File: config.mk
export PLATFORM = sky130hd
export DESIGN_NAME = c3v_cell
export DESIGN_NICKNAME = d
export VERILOG_FILES = /design/src/rtl/core/c3v_pkg.sv /design/src/rtl/core/c3v_cell.sv
export SDC_FILE = /design/constraint.sdc
export NUM_CORES = 1
export LEC_CHECK = 0
export ABC_CLOCK_PERIOD_IN_PS = 10900
export BUFFER_PORTS_ARGS = -buffer_cell sky130_fd_sc_hd__buf_2
export CELL_PAD_IN_SITES_DETAIL_PLACEMENT = 0
export CELL_PAD_IN_SITES_GLOBAL_PLACEMENT = 1
export CORE_MARGIN = 2
export CORE_UTILIZATION = 40
export DETAILED_ROUTE_END_ITERATION = 10
export GPL_TIMING_DRIVEN = 0
export PLACE_DENSITY = 0.78
export SKIP_LAST_GASP = 1
export SLEW_MARGIN = 25
export SYNTH_ARGS = -nofsm -noshare
export SYNTH_HDL_FRONTEND = slang
export SYNTH_SLANG_ARGS = --single-unit
File: constraint.sdc
create_clock -name clk -period 10.9 [get_ports clk]
set_input_delay 0 -clock clk [delete_from_list [all_inputs] [get_ports clk]]
set_output_delay 0 -clock clk [all_outputs]
set_load 0.02 [all_outputs]
File: src/rtl/core/c3v_pkg.sv
// Package for the 3x3 valid-region convolution block.
// Holds widths, register indexes, reset values and the pipeline tag type.
// No dependencies.
package c3v_pkg;

  localparam int PIX_BITS     = 8;
  localparam int GEOM_BITS    = 13;
  localparam int KROW_BITS    = 24;
  localparam int CFG_IDX_BITS = 3;
  localparam int CFG_DATA_BITS = 24;
  localparam int WIN          = 3;

  localparam int DEF_MAX_COLUMNS = 4096;
  localparam int DEF_MAX_ROWS    = 4096;
  localparam int DEF_COEFF_BITS  = 8;

  localparam logic [PIX_BITS-1:0] PIXEL_MAX = 8'd255;

  localparam logic [CFG_IDX_BITS-1:0] REG_LINE_WIDTH  = 3'd0;
  localparam logic [CFG_IDX_BITS-1:0] REG_FRAME_LINES = 3'd1;
  localparam logic [CFG_IDX_BITS-1:0] REG_KROW_TOP    = 3'd2;
  localparam logic [CFG_IDX_BITS-1:0] REG_KROW_MIDDLE = 3'd3;
  localparam logic [CFG_IDX_BITS-1:0] REG_KROW_BOTTOM = 3'd4;

  localparam logic [GEOM_BITS-1:0] RST_LINE_WIDTH  = 13'd640;
  localparam logic [GEOM_BITS-1:0] RST_FRAME_LINES = 13'd480;
  localparam logic [KROW_BITS-1:0] RST_KROW_TOP    = 24'd0;
  localparam logic [KROW_BITS-1:0] RST_KROW_MIDDLE = 24'd256;
  localparam logic [KROW_BITS-1:0] RST_KROW_BOTTOM = 24'd0;

  typedef struct packed {
    logic valid;
    logic last;
  } beat_tag_t;

endpackage

File: src/rtl/core/c3v_cell.sv
// One window column cell: holds three pixels, multiplies the incoming column
// by its three coefficients and hands its column on to the next cell. Uses c3v_pkg.
module c3v_cell import c3v_pkg::*; #(
  parameter int COEFF_BITS = DEF_COEFF_BITS,
  parameter int PW         = PIX_BITS + COEFF_BITS
) (
  input  logic                            clk,
  input  logic                            shift_en,
  input  logic [WIN-1:0][PIX_BITS-1:0]    col_in,
  input  logic [WIN-1:0][COEFF_BITS-1:0]  coeff,
  output logic [WIN-1:0][PIX_BITS-1:0]    col_q,
  output logic [WIN-1:0][PW-1:0]          prod_q
);

  logic [WIN-1:0][PIX_BITS-1:0] col_r;
  logic [WIN-1:0][PW-1:0]       prod_r;
  logic [WIN-1:0][PW-1:0]       prod_nxt;

  always_comb begin
    for (int r = 0; r < WIN; r++) begin
      prod_nxt[r] = PW'(col_in[r]) * PW'(coeff[r]);
    end
  end

  // advance the column and its products together
  always_ff @(posedge clk) begin
    if (shift_en) begin
      col_r  <= col_in;
      prod_r <= prod_nxt;
    end
  end

  assign col_q  = col_r;
  assign prod_q = prod_r;

endmodule

==> results.cfg <==
[run_status]
run_status = finished, final reports clean

[timing]
rsz0062_at_grt = no
final.period_utilization_pct = 40.4
fmax_mhz = 227
setup_tns_ns = 0
setup-violations-final = 0
finalHoldViolCount = 0
drv_slew = 0
finalCriticalPeriod_ns = 4.40
worstMarginPinSlew_ns = 0.627
maxSlewHeadroom_pct = 57.2

[synth]
ys_top_cells_by_area = edfxtp_1 25%, fa_1 25%, ha_1 16%
async_flop_share_pct = 0
syn_inst = 838
yosys.area.top_type = edfxtp_1
synth_top_cell_area_share_pct = 25.0
synth_area_per_cell_um2 = 10.3
yosys_warnings = 0
syn_area_um2 = 8660
postSynthRegisterBits = 72
synth_edf_count = 72
synth_fp_nets = 1104
yosysSeqAreaShare_pct = 25.0
synth_cell_types = 52
yosys_most_used_dff = edfxtp_1

[detailed_routing]
first_iter_violations = 208
num_vias = 6270
ant_nets = 0
wl_um = 17900
wl_met3_um = 555
viasPerCell = 4.92
top_layer = met4
drt-met1-wl_um = 8400
drc_errors = 0
route.met2.wl_um = 8720
wl_per_cell_um = 14.0
dr.pass1.iters = 4

[finish]
fillCellCount = 1993
diodes = 0
syn_to_final_growth_pct = 17.3
layout-drive-gt1-share_pct = 14.2
seq_area_um2 = 2160
final_common_cell = inv_1
fin_util_pct = 48.0
num-nets-final = 1261
final_cell_mix = 153 x inv_1, 151 x and2_1, 120 x buf_2
multi_input_comb_area_um2 = 5900

[hold_path]
hold_path.class = primary input to flop

[critical_path]
worstSetupEndpointType = flop
required_ns = 11.00
cp.arrival_ns = 4.50
timing_worst_setup_path_type = primary input to flop
critPathLaunchType = primary input
critPathMaxFanout = 9

[power_and_ir_drop]
power.density_nw_per_um2 = 186
ir_drop_v = 0.0000945
leakage_nw = 4.95

[die]
initial_core_util_pct = 41.0
row_count = 53
io_pins = 122
die_w_um = 151
coreArea_um2 = 21200
dieArea_um2 = 22900
die_y_um = 151

[grt]
antenna_found_initial = 0
grt_pass1_vias = 6491
grt.total_usage_pct = 17.1
globalRouteOverflowTotal = 0
grt_pass1_wl_um = 30800
grt_max_degree = 45

[placement]
gp_congestion = 0.777
port_buffers = 121
hpwl_um = 14000

[clocking]
cts.sinks = 72
cts-resized-gates = 0
root_buffer = clkbuf_16
numCtsBuffers = 9
cts_tree = built
ctsLongestPathBuffers = 2
cts_max_level = 3
clk_pin_slew_worst_paths_ns = 0.06

[job]
drv_cap = 0
## final timing paths
check	cells after the start	startpoint	endpoint	slack, ns
setup / recovery	16	col_in[13]	prod_q[28]	6.50
hold / removal	2	coeff[8]	prod_q[16]	0.03
## registers in the layout, indices dropped and copies added, names as in the netlist
| name | cells |
|---|---|
| prod_q | 48 |
| col_q | 24 |
## layout make-up
| cell class | instances | share of cell area, % |
|---|---|---|
| buffer | 6 | 0.259 |
| clock buffer | 9 | 2.22 |
| clock inverter | 6 | 0.603 |
| inverter | 153 | 5.65 |
| multi-input combinational | 607 | 58.1 |
| sequential | 72 | 21.3 |
| tap | 275 | 3.39 |
| timing repair buffer | 146 | 8.54 |
## synthesized netlist by cell type, types with 4 or more instances
master      n
nor2_1     20
inv_1     153
nand2_1    57
a21oi_1    22
nor3_1     11
a21o_1      8
xor2_1      7
nor2b_1     8
nand2b_1    5
o21ai_0    13
ha_1      108
o21ai_1     6
fa_1      108
o21a_1      7
and2_1    151
xnor2_1    18
nand3b_1    4
edfxtp_1   72
## metrics by stage
| stage | instance area, µm² | setup WS (ns) | power (mW) | hold slack, ns | std cells |
|---|---|---|---|---|---|
| 2_1_floorplan | 8660 | 7.04 | 1.30 | 0.0989 | 838 |
| 3_3_place_gp | 9610 | 6.68 | 1.59 | 0.291 | 1234 |
| 3_5_place_dp | 9640 | 6.64 | 1.60 | 0.289 | 1235 |
| 4_1_cts | 10200 | 6.47 | 1.92 | 0.0213 | 1274 |
| 5_1_grt | 10200 | 6.36 | 2.09 | 0.0501 | 1274 |
| 6_report | 10200 | 6.50 | 1.89 | 0.0291 | 1274 |
## kinds of logic (layout without fill, tap and decap cells)
logic type,count (synthesis),count (layout),synth area share [%]
AOI/OAI and AO/OA,91,91,7.15
adders and majority gates,216,216,40.6
xor gates and xnor gates,25,25,2.53
DFF,72,72,25.0
muxes,2,2,0.231
buffers and inverters,159,320,6.93
and+or+nand+nor,273,273,17.6
## critical path, stage by stage
cell           delay (ns)
dlygate4sd3_1        0.53
buf_2                0.18
and2_1               0.17
fa_1                 0.53
inv_1                0.05
fa_1                 0.53
inv_1                0.05
fa_1                 0.47
inv_1                0.04
fa_1                 0.47
inv_1                0.04
ha_1                 0.31
or4_1                0.54
o21ai_1              0.09
a21oi_1              0.13
a311o_1              0.36
## repair_timing
action	in CTS	in global routing
buffers inserted	0	0
endpoints found under the hold margin	24	0
hold buffers	24	0
## where the power goes
part / total, mW / internal [mW] / leakage [nW] / switching [mW]
Clock: 0.301 / 0.175 / 0.143 / 0.125
Sequential: 0.452 / 0.432 / 0.703 / 0.0199
Combinational: 1.14 / 0.475 / 4.11 / 0.665
Total: 1.89 / 1.08 / 4.95 / 0.810
## layer usage
| layer | GRT usage (%) | vias up |
|---|---|---|
| met4 | 4.35 | 0 |
| li1 | - | 3050 |
| met2 | 29.8 | 98 |
| met1 | 22.5 | 3110 |
| met3 | 2.53 | 12 |
| met5 | 0 | - |
No activity file was read; power rests on OpenSTA's default activity.
