**config.mk**
```make
export PLATFORM = sky130hd
export DESIGN_NAME = c3v_sum
export DESIGN_NICKNAME = d
export VERILOG_FILES = /design/src/rtl/core/c3v_pkg.sv /design/src/rtl/core/c3v_sum.sv
export SDC_FILE = /design/constraint.sdc
export NUM_CORES = 1
export LEC_CHECK = 0
export BUFFER_PORTS_ARGS = -buffer_cell sky130_fd_sc_hd__clkbuf_2
export CAP_MARGIN = 40
export CORE_ASPECT_RATIO = 0.9
export CORE_MARGIN = 1.5
export CORE_UTILIZATION = 40
export CTS_BUF_LIST = sky130_fd_sc_hd__clkbuf_4
export CTS_CLUSTER_DIAMETER = 60
export DETAILED_ROUTE_END_ITERATION = 8
export MAX_ROUTING_LAYER = met4
export SLEW_MARGIN = 5
export SYNTH_ARGS = -nofsm -noshare
export SYNTH_HDL_FRONTEND = slang
export SYNTH_SLANG_ARGS = --single-unit
export TNS_END_PERCENT = 20
```
**constraint.sdc**
```tcl
create_clock -name clk -period 4.6 [get_ports clk]
set_input_delay 0.46 -clock clk [delete_from_list [all_inputs] [get_ports clk]]
set_output_delay 0.46 -clock clk [all_outputs]
set_load 0.02 [all_outputs]
```
**src/rtl/core/c3v_pkg.sv**
```systemverilog
// Package for the 3x3 valid-region convolution block.
// Holds widths, register indexes, reset values and the pipeline tag type.
// No dependencies.
package c3v_pkg;

  localparam int PIX_BITS     = 8;
  localparam int GEOM_BITS    = 13;
  localparam int KROW_BITS    = 24;
  localparam int CFG_IDX_BITS = 3;
  localparam int CFG_DATA_BITS = 24;
  localparam int WIN          = 3;

  localparam int DEF_MAX_COLUMNS = 4096;
  localparam int DEF_MAX_ROWS    = 4096;
  localparam int DEF_COEFF_BITS  = 8;

  localparam logic [PIX_BITS-1:0] PIXEL_MAX = 8'd255;

  localparam logic [CFG_IDX_BITS-1:0] REG_LINE_WIDTH  = 3'd0;
  localparam logic [CFG_IDX_BITS-1:0] REG_FRAME_LINES = 3'd1;
  localparam logic [CFG_IDX_BITS-1:0] REG_KROW_TOP    = 3'd2;
  localparam logic [CFG_IDX_BITS-1:0] REG_KROW_MIDDLE = 3'd3;
  localparam logic [CFG_IDX_BITS-1:0] REG_KROW_BOTTOM = 3'd4;

  localparam logic [GEOM_BITS-1:0] RST_LINE_WIDTH  = 13'd640;
  localparam logic [GEOM_BITS-1:0] RST_FRAME_LINES = 13'd480;
  localparam logic [KROW_BITS-1:0] RST_KROW_TOP    = 24'd0;
  localparam logic [KROW_BITS-1:0] RST_KROW_MIDDLE = 24'd256;
  localparam logic [KROW_BITS-1:0] RST_KROW_BOTTOM = 24'd0;

  typedef struct packed {
    logic valid;
    logic last;
  } beat_tag_t;

endpackage

```
**src/rtl/core/c3v_sum.sv**
```systemverilog
// Adder and clamp stages: column sums, then the total clamped at 255 into the
// output register. Owns the output handshake. Uses c3v_pkg.
module c3v_sum import c3v_pkg::*; #(
  parameter int COEFF_BITS = DEF_COEFF_BITS,
  parameter int PW         = PIX_BITS + COEFF_BITS
) (
  input  logic                              clk,
  input  logic                              rst_n,
  input  beat_tag_t                         in_tag,
  input  logic [WIN-1:0][WIN-1:0][PW-1:0]   prod,
  output logic                              in_ready,
  output logic                              out_valid,
  input  logic                              out_ready,
  output logic [PIX_BITS-1:0]               out_pixel,
  output logic                              out_last
);

  localparam int CSW = PW + 2;
  localparam int TSW = PW + 4;

  logic                          v3_r, v3_nxt;
  logic                          last3_r;
  logic [WIN-1:0][CSW-1:0]       colsum_r;
  logic [WIN-1:0][CSW-1:0]       colsum_nxt;
  logic                          v4_r, v4_nxt;
  logic                          last4_r;
  logic [PIX_BITS-1:0]           pix4_r;
  logic [PIX_BITS-1:0]           pix4_nxt;
  logic [TSW-1:0]                total;
  logic                          ready3;
  logic                          ready4;
  logic                          fire3;

  assign ready4   = !v4_r || out_ready;
  assign ready3   = !v3_r || ready4;
  assign fire3    = v3_r && ready4;
  assign in_ready = ready3;

  always_comb begin
    for (int k = 0; k < WIN; k++) begin
      colsum_nxt[k] = CSW'(prod[k][0]) + CSW'(prod[k][1]) + CSW'(prod[k][2]);
    end
    total = TSW'(colsum_r[0]) + TSW'(colsum_r[1]) + TSW'(colsum_r[2]);
    pix4_nxt = (total > TSW'(PIXEL_MAX)) ? PIXEL_MAX : total[PIX_BITS-1:0];
  end

  always_comb begin
    v3_nxt = ready3 ? in_tag.valid : v3_r;
    v4_nxt = ready4 ? v3_r : v4_r;
  end

  always_ff @(posedge clk) begin
    if (!rst_n) begin
      v3_r <= 1'b0;
      v4_r <= 1'b0;
    end else begin
      v3_r <= v3_nxt;
      v4_r <= v4_nxt;
    end
  end

  always_ff @(posedge clk) begin
    if (ready3 && in_tag.valid) begin
      colsum_r <= colsum_nxt;
      last3_r  <= in_tag.last;
    end
    if (fire3) begin
      pix4_r  <= pix4_nxt;
      last4_r <= last3_r;
    end
  end

  assign out_valid = v4_r;
  assign out_pixel = pix4_r;
  assign out_last  = last4_r;

endmodule
```
==> results.ini <==
[synthesis]
synth_top_area_frac = 0.305
async_reset_ff_frac = 0
yosysWarnings = 0
yosys-top-cells-area = edfxtp_1 (31%), fa_1 (22%), ha_1 (12%), xnor2_1 (5.4%), inv_1 (2.9%)
avgSynthCellArea_um2 = 11.5
synth_cell_types = 53
synth_top_area_cell = edfxtp_1
synth_commonest_cells = fa_1 (70), edfxtp_1 (64), ha_1 (62)
synth_edf_count = 64
synth-seq-cells = 66
ys.flop_type = edfxtp_1
synth_nets = 827
yosysMostFrequentCell = fa_1
synth_area_um2 = 6290
syn-instance-count = 546
seq_area_frac_synth = 0.312

[pwr]
p_leak_uw = 0.00324
power_frac_seq = 0.255
ir_drop_mv = 0.235
p_int_uw = 2010
pwr-share-clk = 0.089
pwr-share-comb = 0.656
p_total_uw = 3590
swShare = 0.440
power_per_cell_area_nw_per_um2 = 481
p_sw_uw = 1580

[global_routing]
grt_usage = 0.165
antenna_found_initial = 1
grt_max_degree = 56
first_global_vias = 4618
grt_pass1_wl_um = 20900
grt_overflow = 0

[detailed_routing]
vias = 4722
drc = 0
dr.pass1.iters = 4
wire_per_inst_um = 13.7
routed_via_density = 5.10
first_iter_violations = 190
routed_wl_um = 12700
ant_nets = 0

[clocking]
clkSinkCount = 66
cts_buffers = 9
cts_resized = 0
cts.hold.buffers_added = 0
htree_num_levels = 3
clock_path_buffers = 2
tritoncts = built
cts-root-buf = clkbuf_4
postCtsSetupRepairBufs = 0
path_clk_slew_ns = 0.11
clk_latency_ns = 0.42

[worst_setup_path]
cp.required_ns = 4.73
regToRegSetupSlack_ns = 0.71
worstSetupStartpointType = register
path_cells = inv_1 > fa_1 > inv_1 > ha_1 > fa_1 > a211oi_1 > o211ai_2 > nand2_1 > mux2_4 > nor4_1 > o211ai_1 > nor4_4 > nand3_1
worst-r2r-cell-count = 13
critical_path_class = reg2reg
reg2reg_from = colsum_r[1]
cp-end-kind = register
critical-path-max-stage-delay_ns = 0.53
r2r_end = out_pixel[5]
crit_arrival_ns = 4.02
crit_path_max_fanout = 8
crit_path_top_delay_cell = fa_1

[worst_hold_path]
hold_class = in2reg
whs_path_depth = 1
min_from = in_tag[0]
holdPathEnd = last3_r

[floorplan]
core_um2 = 15400
fp-row-count = 43
die_area_um2 = 16500
io_pins = 160
die_h_um = 122
die_w_um = 135
initial_utilization = 0.409

[timing]
slew_violations = 0
fin_crit_sh = 0.846
fin_tns_setup_ns = 0
grt_setup_unrepaired = no
fmax_ghz = 0.257
setup_violations = 0
fin_crit_ns = 3.89
hold_violations = 0
max_slew_margin = 0.447
tightest_slew_ns = 0.823
skew_ns = 0.0118

[cells_and_area]
nets = 998
syn2layout_area_growth_pct = 18.6
fillers = 1456
finalNonFillerCells = 925
drive_gt1_frac = 0.273

[placement]
gp_congestion = 0.796
io_buffers = 159
dp.cells = 908
dp_hpwl_um = 10900

[run]
drv_cap = 0

[run_status]
status = finished, final reports clean

-- power by group through the flow --
stage	registers (uW)	logic [uW]	clock network, uW
after floorplan	905	1840	0
after global placement	932	2300	0
after detailed placement	935	2340	0
after CTS	920	2360	336
after global routing	932	2640	359
final	914	2350	319
-- registers in the layout (all words and copies together), names as in the netlist --
signal,cells
colsum_r,54
v3_r,1
out_valid,1
out_pixel,8
last3_r,1
out_last,1
-- worst max path at each step --
stage / end / start / cells past startpoint
global route: out_pixel[5] / colsum_r[1] / 13
finish: out_pixel[5] / colsum_r[1] / 13
detailed placement: out_pixel[5] / colsum_r[19] / 13
floorplan: out_pixel[6] / colsum_r[1] / 13
CTS: out_pixel[5] / colsum_r[1] / 13
global placement: out_pixel[6] / colsum_r[1] / 13
-- area by class of cell --
class,count,area [um^2],area share
multi-input cells,432,4150,0.556
flip-flops and latches,66,1960,0.263
repair buffers,160,803,0.108
well taps,202,253,0.0339
inverters,48,180,0.0241
clock buffers,10,75.1,0.0101
clock inverters,6,33.8,0.00453
diodes,1,2.50,0.000335
-- per-stage QoR --
step                hold WS, ns  area, um^2  worst slack (ns)   util
floorplan                 0.400        6290              1.03      -
global placement          0.404        7350             0.834  0.478
detailed placement        0.425        7350             0.747  0.478
CTS                       0.175        7460             0.716  0.485
global route              0.178        7460             0.395  0.485
finish                    0.220        7460             0.709  0.485
-- logic make-up (layout without fill, tap and decap cells) --
logic type	Yosys count	after routing	synth area share
compound gates	132	132	0.146
xor+xnor	44	44	0.0612
fa+ha+maj	132	132	0.346
buf+inv	48	224	0.0286
flops	66	66	0.312
mux	3	3	0.00656
other cells	0	1	0
simple gates	121	121	0.0996
-- layer usage --
metal | GRT usage | vias up | wire (um) | part of all wire
li1 | - | 2321 | - | -
met4 | 0.0336 | 0 | 117 | 0.0092
met5 | - | - | 0 | 0
met2 | 0.284 | 131 | 6570 | 0.52
met1 | 0.203 | 2260 | 5330 | 0.42
met3 | 0.0325 | 10 | 700 | 0.055
-- cell usage in the layout, fill, tap and decap left out, drive strengths merged, types with 3 or more instances in the layout --
| master | instances |
|---|---|
| o21bai | 4 |
| and2 | 6 |
| clkbuf | 169 |
| o211ai | 5 |
| clkinv | 4 |
| o31ai | 3 |
| a221oi | 3 |
| o21a | 10 |
| nand3 | 15 |
| o21ai | 30 |
| nand2 | 15 |
| nand2b | 7 |
| a21oi | 34 |
| or3 | 5 |
| o21ba | 3 |
| a31oi | 6 |
| a211o | 3 |
| or2 | 3 |
| ha | 62 |
| nand4 | 3 |
| nor3 | 10 |
| mux2 | 3 |
| xor2 | 5 |
| a211oi | 10 |
| edfxtp | 64 |
| nor2 | 33 |
| a21o | 6 |
| and3 | 6 |
| nor2b | 10 |
| xnor2 | 39 |
| nand3b | 3 |
| nor4 | 3 |
| o41ai | 3 |
| inv | 48 |
| fa | 70 |
-- critical path: cells and delay by family, from the launching register on --
| family | cells | cell delay (ns) |
|---|---|---|
| AO/OA/AOI/OAI | 3 | 0.67 |
| adder cells (fa/ha/maj) | 3 | 1.20 |
| buffers and inverters | 2 | 0.09 |
| multiplexers | 1 | 0.30 |
| AND/OR/NAND/NOR | 4 | 0.97 |
| flip-flops | 1 | 0.35 |
Power figures use the tool's default switching activity.
